**src/rtl/core/bmpc_pkg.sv**
```systemverilog
`default_nettype none
// ----------------------------------------------------------------------------
// bmpc_pkg
// Shared types, codes and constants of the blind motor position controller.
// ----------------------------------------------------------------------------
package bmpc_pkg;

    // Motion sequencer states, one-hot
    typedef enum logic [4:0] {
        ST_STOP      = 5'b00001,
        ST_PREP_UP   = 5'b00010,
        ST_PREP_DOWN = 5'b00100,
        ST_UP        = 5'b01000,
        ST_DOWN      = 5'b10000
    } t_motion;

    // Command codes
    localparam logic [1:0] CMD_TICK = 2'd0;
    localparam logic [1:0] CMD_UP   = 2'd1;
    localparam logic [1:0] CMD_STOP = 2'd2;
    localparam logic [1:0] CMD_DOWN = 2'd3;

    // Event codes
    localparam logic [1:0] EV_OK         = 2'd0;
    localparam logic [1:0] EV_DOWN_START = 2'd1;
    localparam logic [1:0] EV_UP_START   = 2'd2;
    localparam logic [1:0] EV_RUN_END    = 2'd3;

    // Relay modes (the reserved code behaves as two-phase)
    localparam logic [1:0] MODE_TWO_PHASE  = 2'd0;
    localparam logic [1:0] MODE_INTLK_UP   = 2'd1;
    localparam logic [1:0] MODE_INTLK_DOWN = 2'd2;
    localparam logic [1:0] MODE_RESERVED   = 2'd3;

    // Configuration register indexes
    localparam int unsigned CFG_IDX_W = 3;
    localparam logic [CFG_IDX_W-1:0] CFG_RELAY_MODE     = 3'd0;
    localparam logic [CFG_IDX_W-1:0] CFG_STEP_PER_100MS = 3'd1;
    localparam logic [CFG_IDX_W-1:0] CFG_END_UP         = 3'd2;
    localparam logic [CFG_IDX_W-1:0] CFG_END_DOWN       = 3'd3;
    localparam logic [CFG_IDX_W-1:0] CFG_OVERDRIVE_UP   = 3'd4;
    localparam logic [CFG_IDX_W-1:0] CFG_OVERDRIVE_DOWN = 3'd5;
    localparam logic [CFG_IDX_W-1:0] CFG_SETTLE_MS      = 3'd6;
    localparam logic [CFG_IDX_W-1:0] CFG_PREPARE_MS     = 3'd7;

    // Widths
    localparam int unsigned LVL_W  = 16;
    localparam int unsigned TIME_W = 32;
    localparam int unsigned QUO_W  = 26;          // (2^32-1)/100 fits in 26 bits
    localparam int unsigned DIST_W = QUO_W + LVL_W;

    // Reset values of the configuration registers
    localparam logic [1:0]       RST_RELAY_MODE     = MODE_TWO_PHASE;
    localparam logic [LVL_W-1:0] RST_STEP_PER_100MS = 16'd218;
    localparam logic [LVL_W-1:0] RST_END_UP         = 16'd2000;
    localparam logic [LVL_W-1:0] RST_END_DOWN       = 16'd63535;
    localparam logic [LVL_W-1:0] RST_OVERDRIVE_UP   = 16'd0;
    localparam logic [LVL_W-1:0] RST_OVERDRIVE_DOWN = 16'd65535;
    localparam logic [LVL_W-1:0] RST_SETTLE_MS      = 16'd1000;
    localparam logic [LVL_W-1:0] RST_PREPARE_MS     = 16'd100;

    localparam logic [LVL_W-1:0] LEVEL_RESET = 16'h8000;
    localparam logic [LVL_W:0]   STOP_MARGIN = 17'd2000;

    // x / 100 == (x * DIV100_MAGIC) >> DIV100_SHIFT for every 32-bit x
    localparam logic [30:0]  DIV100_MAGIC = 31'd1374389535;
    localparam int unsigned  DIV100_SHIFT = 37;

endpackage : bmpc_pkg
`default_nettype wire

```
**src/rtl/core/blind_motor_position_controller_core.sv**
```systemverilog
`default_nettype none
// ----------------------------------------------------------------------------
// blind_motor_position_controller_core
// Time-estimated blind position controller with relay sequencing.
// ----------------------------------------------------------------------------
// Usage:
//   Slave stream: one item per transfer. tuser = {forced, cmd}, tdata = now_ms.
//   cmd tick advances the motor sequence (settle, prepare direction, run,
//   stop); up/stop/down only retarget. Each item yields exactly one result
//   on the master stream: tdata = {target, position, direction, power},
//   tuser = event code.
//   Path: the input register loads at the transfer, then the item moves
//   to the quotient register and then to the result register, where its
//   result is valid.
//   Throughput: one item per cycle. The elapsed time / 100 is formed by a
//   reciprocal multiply in the quotient stage, for both possible last-change
//   times (the committed one and the time of the item ahead), and the commit
//   stage picks the right one, so no item waits on the one before it.
//   Stall: each stage advances when the one after it is empty or moving, so
//   bubbles are squeezed out and items keep arriving until all three stages
//   are full while the master side is held.
//   Reset (i_rst_n low, synchronous): pipeline emptied, sequencer at stop,
//   level and target at mid-travel, relays off, registers at defaults.
//   Configuration writes take effect at once; issue only when idle (unenforced).
// ----------------------------------------------------------------------------
module blind_motor_position_controller_core (
    input  wire logic        i_clk,
    input  wire logic        i_rst_n,
    // slave stream
    input  wire logic        i_s_axis_tvalid,
    output logic             o_s_axis_tready,
    input  wire logic [31:0] i_s_axis_tdata,   // [31:0] now_ms
    input  wire logic [2:0]  i_s_axis_tuser,   // [1:0] cmd, [2] forced
    // master stream
    output logic             o_m_axis_tvalid,
    input  wire logic        i_m_axis_tready,
    output logic [39:0]      o_m_axis_tdata,   // [0] relay_power, [1] relay_direction,
                                               // [17:2] position, [33:18] target,
                                               // [39:34] zero
    output logic [1:0]       o_m_axis_tuser,   // [1:0] event_res
    // configuration write port
    input  wire logic        i_cfg_we,
    input  wire logic [2:0]  i_cfg_idx,
    input  wire logic [15:0] i_cfg_data
);

    localparam int unsigned LW = bmpc_pkg::LVL_W;
    localparam int unsigned TW = bmpc_pkg::TIME_W;
    localparam int unsigned QW = bmpc_pkg::QUO_W;
    localparam int unsigned DW = bmpc_pkg::DIST_W;

    // ---------------- configuration registers ----------------
    logic [1:0]    r_mode;
    logic [LW-1:0] r_step, r_end_up, r_end_dn, r_od_up, r_od_dn, r_settle, r_prep;

    always_ff @(posedge i_clk) begin
        if (!i_rst_n) begin
            r_mode   <= bmpc_pkg::RST_RELAY_MODE;
            r_step   <= bmpc_pkg::RST_STEP_PER_100MS;
            r_end_up <= bmpc_pkg::RST_END_UP;
            r_end_dn <= bmpc_pkg::RST_END_DOWN;
            r_od_up  <= bmpc_pkg::RST_OVERDRIVE_UP;
            r_od_dn  <= bmpc_pkg::RST_OVERDRIVE_DOWN;
            r_settle <= bmpc_pkg::RST_SETTLE_MS;
            r_prep   <= bmpc_pkg::RST_PREPARE_MS;
        end else if (i_cfg_we) begin
            unique case (i_cfg_idx)
                bmpc_pkg::CFG_RELAY_MODE:     r_mode   <= i_cfg_data[1:0];
                bmpc_pkg::CFG_STEP_PER_100MS: r_step   <= i_cfg_data;
                bmpc_pkg::CFG_END_UP:         r_end_up <= i_cfg_data;
                bmpc_pkg::CFG_END_DOWN:       r_end_dn <= i_cfg_data;
                bmpc_pkg::CFG_OVERDRIVE_UP:   r_od_up  <= i_cfg_data;
                bmpc_pkg::CFG_OVERDRIVE_DOWN: r_od_dn  <= i_cfg_data;
                bmpc_pkg::CFG_SETTLE_MS:      r_settle <= i_cfg_data;
                bmpc_pkg::CFG_PREPARE_MS:     r_prep   <= i_cfg_data;
                default: ;
            endcase
        end
    end

    // ---------------- controller state ----------------
    bmpc_pkg::t_motion r_state, n_state;
    logic [LW-1:0]     r_kl, n_kl;          // known level
    logic [LW-1:0]     r_tl, n_tl;          // target level
    logic [TW-1:0]     r_last, n_last;      // last change time
    logic              r_pwr, n_pwr;
    logic              r_dir, n_dir;

    // ---------------- pipeline control ----------------
    logic r_v0, r_v1, r_ov;
    logic w_en_out, w_en1, w_en0;

    assign w_en_out        = !r_ov || i_m_axis_tready;
    assign w_en1           = !r_v1 || w_en_out;
    assign w_en0           = !r_v0 || w_en1;
    assign o_s_axis_tready = w_en0;

    // ---------------- stage 0: input register ----------------
    logic [1:0]    r_cmd0;
    logic          r_forced0;
    logic [TW-1:0] r_now0;

    always_ff @(posedge i_clk) begin
        if (!i_rst_n) begin
            r_v0 <= 1'b0;
        end else if (w_en0) begin
            r_v0 <= i_s_axis_tvalid;
        end
    end

    always_ff @(posedge i_clk) begin
        if (w_en0) begin
            r_cmd0    <= i_s_axis_tuser[1:0];
            r_forced0 <= i_s_axis_tuser[2];
            r_now0    <= i_s_axis_tdata;
        end
    end

    // ---------------- stage 0 -> 1: elapsed / 100 candidates ----------------
    // Candidate a: last change time stays as committed now.
    // Candidate b: the item ahead (in stage 1) sets it to its own time.
    logic [1:0]    r_cmd1;
    logic          r_forced1;
    logic [TW-1:0] r_now1, r_t_a, r_t_b;
    logic [QW-1:0] r_q_a, r_q_b;
    logic [TW-1:0] w_el_a, w_el_b;
    logic [QW-1:0] w_q_a, w_q_b;

    assign w_el_a = r_now0 - r_last;
    assign w_el_b = r_now0 - r_now1;

    bmpc_div100 u_div_a (.i_dividend(w_el_a), .o_quotient(w_q_a));
    bmpc_div100 u_div_b (.i_dividend(w_el_b), .o_quotient(w_q_b));

    always_ff @(posedge i_clk) begin
        if (!i_rst_n) begin
            r_v1 <= 1'b0;
        end else if (w_en1) begin
            r_v1 <= r_v0;
        end
    end

    always_ff @(posedge i_clk) begin
        if (w_en1) begin
            r_cmd1    <= r_cmd0;
            r_forced1 <= r_forced0;
            r_now1    <= r_now0;
            r_t_a     <= r_last;
            r_t_b     <= r_now1;
            r_q_a     <= w_q_a;
            r_q_b     <= w_q_b;
        end
    end

    // ---------------- stage 1: estimate and sequencer ----------------
    logic [1:0]    w_mode;
    logic [QW-1:0] w_q;
    logic [DW-1:0] w_dist;
    logic [DW:0]   w_sum_dn;
    logic [TW-1:0] w_el;
    logic [LW-1:0] w_p_up, w_p_dn, w_est_up, w_est_dn, w_est;
    logic          w_halt, w_halt_normal;
    logic [LW-1:0] w_pos_out;
    logic [1:0]    w_ev;

    assign w_mode = (r_mode == bmpc_pkg::MODE_RESERVED) ? bmpc_pkg::MODE_TWO_PHASE : r_mode;
    assign w_q    = (r_last == r_t_a) ? r_q_a : r_q_b;
    assign w_dist = DW'(w_q) * DW'(r_step);
    assign w_el   = r_now1 - r_last;

    // position estimate of the committed state at this item's time
    assign w_p_up   = (w_dist >= DW'(r_kl)) ? '0 : (r_kl - w_dist[LW-1:0]);
    assign w_est_up = (w_p_up < r_od_up) ? r_od_up : w_p_up;
    assign w_sum_dn = {1'b0, w_dist} + (DW+1)'(r_kl);
    assign w_p_dn   = (|w_sum_dn[DW:LW]) ? '1 : w_sum_dn[LW-1:0];
    assign w_est_dn = (w_p_dn > r_od_dn) ? r_od_dn : w_p_dn;

    always_comb begin
        if (r_state == bmpc_pkg::ST_UP) begin
            w_est = w_est_up;
        end else if (r_state == bmpc_pkg::ST_DOWN) begin
            w_est = w_est_dn;
        end else begin
            w_est = r_kl;
        end
    end

    always_comb begin
        n_state       = r_state;
        n_kl          = r_kl;
        n_tl          = r_tl;
        n_last        = r_last;
        n_pwr         = r_pwr;
        n_dir         = r_dir;
        w_ev          = bmpc_pkg::EV_OK;
        w_halt        = 1'b0;
        w_halt_normal = 1'b0;

        if (r_cmd1 == bmpc_pkg::CMD_TICK) begin
            if (r_state == bmpc_pkg::ST_STOP && w_el >= TW'(r_settle)) begin
                if (r_tl > r_kl) begin
                    n_state = bmpc_pkg::ST_PREP_DOWN;
                    n_last  = r_now1;
                    if (w_mode == bmpc_pkg::MODE_INTLK_UP) begin
                        n_dir = 1'b0;
                    end else if (w_mode == bmpc_pkg::MODE_INTLK_DOWN) begin
                        n_dir = 1'b1;
                    end
                end else if (r_tl < r_kl) begin
                    n_state = bmpc_pkg::ST_PREP_UP;
                    n_last  = r_now1;
                    if (w_mode == bmpc_pkg::MODE_INTLK_UP) begin
                        n_dir = 1'b1;
                    end else if (w_mode == bmpc_pkg::MODE_INTLK_DOWN) begin
                        n_dir = 1'b0;
                    end
                end else begin
                    n_pwr = 1'b0;
                    n_dir = 1'b0;
                end
            end else if (r_state == bmpc_pkg::ST_PREP_DOWN && w_el >= TW'(r_prep)) begin
                n_state = bmpc_pkg::ST_DOWN;
                n_last  = r_now1;
                w_ev    = bmpc_pkg::EV_DOWN_START;
                unique case (w_mode)
                    bmpc_pkg::MODE_INTLK_UP: begin
                        n_pwr = 1'b1;
                        n_dir = 1'b0;
                    end
                    bmpc_pkg::MODE_INTLK_DOWN: begin
                        n_pwr = 1'b1;
                        n_dir = 1'b1;
                    end
                    default: begin
                        n_pwr = 1'b0;
                        n_dir = 1'b1;
                    end
                endcase
            end else if (r_state == bmpc_pkg::ST_PREP_UP && w_el >= TW'(r_prep)) begin
                n_state = bmpc_pkg::ST_UP;
                n_last  = r_now1;
                w_ev    = bmpc_pkg::EV_UP_START;
                n_pwr   = 1'b1;
                n_dir   = (w_mode == bmpc_pkg::MODE_INTLK_UP);
            end else if (r_state == bmpc_pkg::ST_UP && w_est <= r_tl) begin
                w_halt        = 1'b1;
                w_halt_normal = ({1'b0, w_est} + bmpc_pkg::STOP_MARGIN) > {1'b0, r_tl};
            end else if (r_state == bmpc_pkg::ST_DOWN && w_est >= r_tl) begin
                w_halt        = 1'b1;
                w_halt_normal = {1'b0, w_est} < ({1'b0, r_tl} + bmpc_pkg::STOP_MARGIN);
            end

            if (w_halt) begin
                w_ev    = bmpc_pkg::EV_RUN_END;
                n_state = bmpc_pkg::ST_STOP;
                n_last  = r_now1;
                n_pwr   = 1'b0;
                if (w_mode == bmpc_pkg::MODE_TWO_PHASE) begin
                    n_dir = 1'b0;
                end
                if (w_halt_normal) begin
                    // normal stop: level clamped into the end positions
                    if (w_est > r_end_dn) begin
                        n_kl = r_end_dn;
                    end else if (w_est < r_end_up) begin
                        n_kl = r_end_up;
                    end else begin
                        n_kl = w_est;
                    end
                    n_tl = n_kl;
                end else begin
                    // reverse stop: raw estimate, target kept
                    n_kl = w_est;
                end
            end
        end else if (r_cmd1 == bmpc_pkg::CMD_STOP || r_state != bmpc_pkg::ST_STOP) begin
            n_tl = w_est;
        end else if (r_cmd1 == bmpc_pkg::CMD_UP) begin
            n_tl = (!r_forced1 && r_kl <= r_end_up) ? r_od_dn : r_od_up;
        end else begin
            n_tl = (!r_forced1 && r_kl >= r_end_dn) ? r_od_up : r_od_dn;
        end
    end

    // Reported position: after a state change no time has run yet, so only
    // the overdrive clamp of a fresh run applies.
    always_comb begin
        if (n_state == r_state) begin
            w_pos_out = w_est;
        end else if (n_state == bmpc_pkg::ST_UP) begin
            w_pos_out = (n_kl < r_od_up) ? r_od_up : n_kl;
        end else if (n_state == bmpc_pkg::ST_DOWN) begin
            w_pos_out = (n_kl > r_od_dn) ? r_od_dn : n_kl;
        end else begin
            w_pos_out = n_kl;
        end
    end

    // commit
    always_ff @(posedge i_clk) begin
        if (!i_rst_n) begin
            r_state <= bmpc_pkg::ST_STOP;
            r_kl    <= bmpc_pkg::LEVEL_RESET;
            r_tl    <= bmpc_pkg::LEVEL_RESET;
            r_last  <= '0;
            r_pwr   <= 1'b0;
            r_dir   <= 1'b0;
        end else if (r_v1 && w_en_out) begin
            r_state <= n_state;
            r_kl    <= n_kl;
            r_tl    <= n_tl;
            r_last  <= n_last;
            r_pwr   <= n_pwr;
            r_dir   <= n_dir;
        end
    end

    // ---------------- result register ----------------
    logic [39:0] r_out_data;
    logic [1:0]  r_out_user;

    always_ff @(posedge i_clk) begin
        if (!i_rst_n) begin
            r_ov <= 1'b0;
        end else if (w_en_out) begin
            r_ov <= r_v1;
        end
    end

    always_ff @(posedge i_clk) begin
        if (w_en_out) begin
            r_out_data <= {6'd0, n_tl, w_pos_out, n_dir, n_pwr};
            r_out_user <= w_ev;
        end
    end

    assign o_m_axis_tvalid = r_ov;
    assign o_m_axis_tdata  = r_out_data;
    assign o_m_axis_tuser  = r_out_user;

`ifndef SYNTHESIS
    // the committed last-change time is always one of the two candidates
    a_last_candidate: assert property (@(posedge i_clk) disable iff (!i_rst_n)
        r_v1 |-> (r_last == r_t_a || r_last == r_t_b))
        else $error("last change time matches neither quotient candidate");

    // the power relay is only active during a run
    a_power_in_run: assert property (@(posedge i_clk) disable iff (!i_rst_n)
        r_pwr |-> (r_state == bmpc_pkg::ST_UP || r_state == bmpc_pkg::ST_DOWN))
        else $error("power relay active outside a run");

    // a stalled item in the quotient stage is held, not lost
    a_mid_hold: assert property (@(posedge i_clk) disable iff (!i_rst_n)
        (r_v1 && !w_en_out) |=> (r_v1 && $stable(r_now1) && $stable(r_cmd1)))
        else $error("stalled mid-stage item changed");
`endif

endmodule : blind_motor_position_controller_core
`default_nettype wire

```
**src/rtl/core/bmpc_div100.sv**
```systemverilog
`default_nettype none
// ----------------------------------------------------------------------------
// bmpc_div100
// Divide a 32-bit millisecond interval by 100 with a reciprocal multiply.
// ----------------------------------------------------------------------------
module bmpc_div100 (
    input  wire logic [bmpc_pkg::TIME_W-1:0] i_dividend,
    output logic      [bmpc_pkg::QUO_W-1:0]  o_quotient
);

    logic [63:0] w_prod;

    assign w_prod     = 64'(i_dividend) * 64'(bmpc_pkg::DIV100_MAGIC);
    assign o_quotient = w_prod[bmpc_pkg::DIV100_SHIFT +: bmpc_pkg::QUO_W];

endmodule : bmpc_div100
`default_nettype wire

```
**config.mk**
```make
export PLATFORM = sky130hd
export DESIGN_NAME = blind_motor_position_controller_core
export DESIGN_NICKNAME = d
export VERILOG_FILES = /design/src/rtl/core/bmpc_pkg.sv /design/src/rtl/core/blind_motor_position_controller_core.sv /design/src/rtl/core/bmpc_div100.sv
export SDC_FILE = /design/constraint.sdc
export NUM_CORES = 2
export LEC_CHECK = 0
export ABC_AREA = 1
export ABC_CLOCK_PERIOD_IN_PS = 44600
export BUFFER_PORTS_ARGS = -buffer_cell sky130_fd_sc_hd__buf_2
export CAP_MARGIN = 20
export CORE_UTILIZATION = 65
export DETAILED_ROUTE_END_ITERATION = 8
export GPL_TIMING_DRIVEN = 0
export PLACE_DENSITY = 0.82
export SYNTH_ARGS = -nofsm -noshare
export SYNTH_HDL_FRONTEND = slang
export SYNTH_SLANG_ARGS = --single-unit
```
**constraint.sdc**
```tcl
create_clock -name i_clk -period 44.6 [get_ports i_clk]
set_input_delay 0 -clock i_clk [delete_from_list [all_inputs] [get_ports i_clk]]
set_output_delay 0 -clock i_clk [all_outputs]
set_load 0.01 [all_outputs]
```
==> flow_metrics.py <==
metrics = {
    "setup_path": {
        "crit_fanout": 10,
        "r2r_start": "r_last[31]",
        "crit_family": "simple AND/OR/NAND/NOR gates",
        "reg2reg_to": "o_m_axis_tdata[13]",
        "cp.buffers_inverters": 20,
        "cp_slowest_cell": "o21ai_1",
        "critPathLaunchType": "flip-flop",
        "crit_type": "flip-flop to flip-flop",
        "reg2reg_depth": 95,
        "cp_slowest_stage_delay_ps": 900,
        "critPathMostFrequentCell": "nand2_1",
        "worstPathRequired_ps": 44980,
        "endpoint_kind": "flip-flop",
        "reg2reg_slack_ps": 23630,
        "critical_path_arrival_ps": 21350,
    },
    "yosys": {
        "async_flop_share_pct": 0,
        "syn_area_um2": 75100,
        "synth-edff-count": 190,
        "netlist_instances": 8752,
        "ys_types": 75,
        "synth-seq-cells": 378,
        "synth-seq-area-share_pct": 12.6,
        "ys_warn_count": 0,
        "avgSynthCellArea_um2": 8.58,
        "synth-main-ff-cell": "edfxtp_1",
    },
    "global_route": {
        "grt-ovfl-total": 0,
        "grt_pass1_vias": 64400,
        "grt_pass1_wl_mm": 367,
        "grt_usage_pct": 41.5,
        "grt_max_degree": 66,
        "antenna_found_initial": 6,
    },
    "die": {
        "die_area_um2": 117000,
        "die_x_um": 342,
        "start_util_pct": 65.6,
        "die_h_um": 342,
        "design.portCount": 103,
        "fp.coreArea_um2": 114000,
        "row_count": 124,
    },
    "placement": {
        "placed_cell_area_um2": 77800,
        "io_buffers": 96,
        "dpl.hpwl_mm": 201,
        "globalplace.congestion": 1.07,
    },
    "routing": {
        "drt-pass1-iter-count": 9,
        "postRouteAntennaNets": 0,
        "wire_per_inst_um": 22.7,
        "drt-initial-drc-count": 5633,
        "viasPerCell": 5.94,
        "vias": 62700,
        "wirelength_mm": 239,
        "drc": 0,
    },
    "clocking": {
        "clkLatencyLatePin_ps": 660,
        "cts.clk_slew.worst_paths_ps": 60,
        "post_cts_buffers": 0,
        "clockBufferDepth": 3,
        "cts_tree": "built",
        "cts_buffers": 44,
        "root_buffer": "clkbuf_16",
        "h-tree-depth": 2,
        "cts_sinks": 378,
    },
    "cells_and_area": {
        "drive_above_1_share_pct": 5.20,
        "final_cell_mix": "2057 x inv_1, 1258 x ha_1, 1208 x nand2_1, 1117 x fa_1, 568 x a21oi_1",
        "area_growth_pct": 6.62,
        "nFillCells": 9059,
        "fin_area_um2": 80000,
        "layout_commonest_cell": "inv_1",
        "seq_area_um2": 9470,
        "final_util_pct": 70.0,
        "nets": 11400,
        "multi_input_area_um2": 56900,
    },
    "timing": {
        "fin_skew_ps": 59.3,
        "hold_violations": 0,
        "fin_crit_ps": 20970,
        "fin_setup_tns_ps": 0,
        "fmax_mhz": 47.7,
        "final_max_slew_viol_count": 0,
        "rsz0062_at_grt": "no",
        "worstMarginPinSlew_ps": 1270,
        "maxSlewHeadroom_pct": 15.5,
        "worst_hold_slack_ps": 59.9,
        "period_share_pct": 47.0,
        "setup_viol": 0,
    },
    "hold_path": {
        "hold_end": "r_forced0",
        "worstHoldPathCells": 2,
        "worstHoldPathType": "input pin to flip-flop",
        "hp-start": "i_s_axis_tuser[2]",
    },
    "outcome": {
        "status": "finished, final reports clean",
    },
    "flow_run": {
        "maxCapViolations": 0,
    },
}
[per-layer routing]
| layer | GRT usage, % | wire length [µm] | vias up | part of all wire (%) |
|---|---|---|---|---|
| met4 | 26.5 | 18700 | 4 | 7.8 |
| met1 | 51.7 | 90500 | 30400 | 38 |
| met5 | 0 | 25 | - | 0.010 |
| met2 | 65.3 | 107000 | 3210 | 45 |
| met3 | 9.32 | 23400 | 928 | 9.8 |
| li1 | - | - | 28200 | - |
[Yosys cell counts (all sizes together), types with 58 or more instances]
master	count	area (µm²)
fa	1117	22400
inv	2095	7870
a21oi	579	2940
edfxtp	190	5710
clkbuf	136	514
nand4	58	363
nand3	232	1290
ha	1258	15700
dfxtp	188	3760
nor2	522	2090
o211ai	95	713
nand2	1282	5060
xor2	156	1370
o21ai	394	1980
xnor2	68	596
[timing repair]
action                                  CTS  global route
resized for setup                         0             0
endpoints found under the setup margin    0             0
endpoints found under the hold margin   142             0
hold buffers                             63             0
[stage by stage]
stage / setup slack [ps] / std cells
finish: 23630 / 10500
global route: 22710 / 10500
CTS: 24330 / 10500
detailed placement: 24370 / 10400
global placement: 23730 / 10400
floorplan: 29500 / 8757
[worst reg2reg max path: cells and delay by family (launching register included)]
kind | cells | cell delay (ps)
and+or+nand+nor | 42 | 6160
adders and majority gates | 11 | 4570
AOI/OAI and AO/OA | 20 | 5210
xor gates and xnor gates | 2 | 410
buffers and inverters | 20 | 3810
DFF | 1 | 560
[state kept, by name, indices dropped and copies added, names as in the netlist, 26 cells and up]
register and count:
r_last 32, r_q_b 26, r_now0 32, r_t_a 32
r_q_a 26, r_now1 32, o_m_axis_tdata 34
[layout make-up]
cell class / instances / share of cell area, %
diodes: 3 / 0.00938
plain buffers: 175 / 1.00
clock buffers: 58 / 1.53
clock inverters: 24 / 0.422
inverters: 2109 / 9.90
multi-input cells: 6095 / 71.1
flip-flops and latches: 378 / 11.8
well taps: 1512 / 2.36
repair buffers: 192 / 1.82
[logic make-up (layout without fill, tap and decap cells)]
family,after synthesis,after routing,synth area share [%]
buffers and inverters,2284,2558,11.6
other,1,9,0.00500
XOR/XNOR,224,224,2.61
AO/OA/AOI/OAI,1266,1266,9.58
flip-flops,378,378,12.6
adder cells (fa/ha/maj),2375,2375,50.8
AND/OR/NAND/NOR,2224,2224,12.8
[how the worst max path moves through the flow]
stage / cells past startpoint / slack, ps / endpoint / from
2_1_floorplan: 97 / 29500 / o_m_axis_tdata[13] / r_t_a[28]
3_3_place_gp: 90 / 23730 / o_m_axis_tdata[13] / r_last[31]
3_5_place_dp: 93 / 24370 / o_m_axis_tdata[13] / r_last[31]
4_1_cts: 93 / 24330 / o_m_axis_tdata[13] / r_last[31]
5_1_grt: 95 / 22710 / o_m_axis_tdata[13] / r_last[31]
6_report: 95 / 23630 / o_m_axis_tdata[13] / r_last[31]
Power is not shown: default switching activity piles up to over one toggle a cycle in this logic, so the estimate is an artifact.
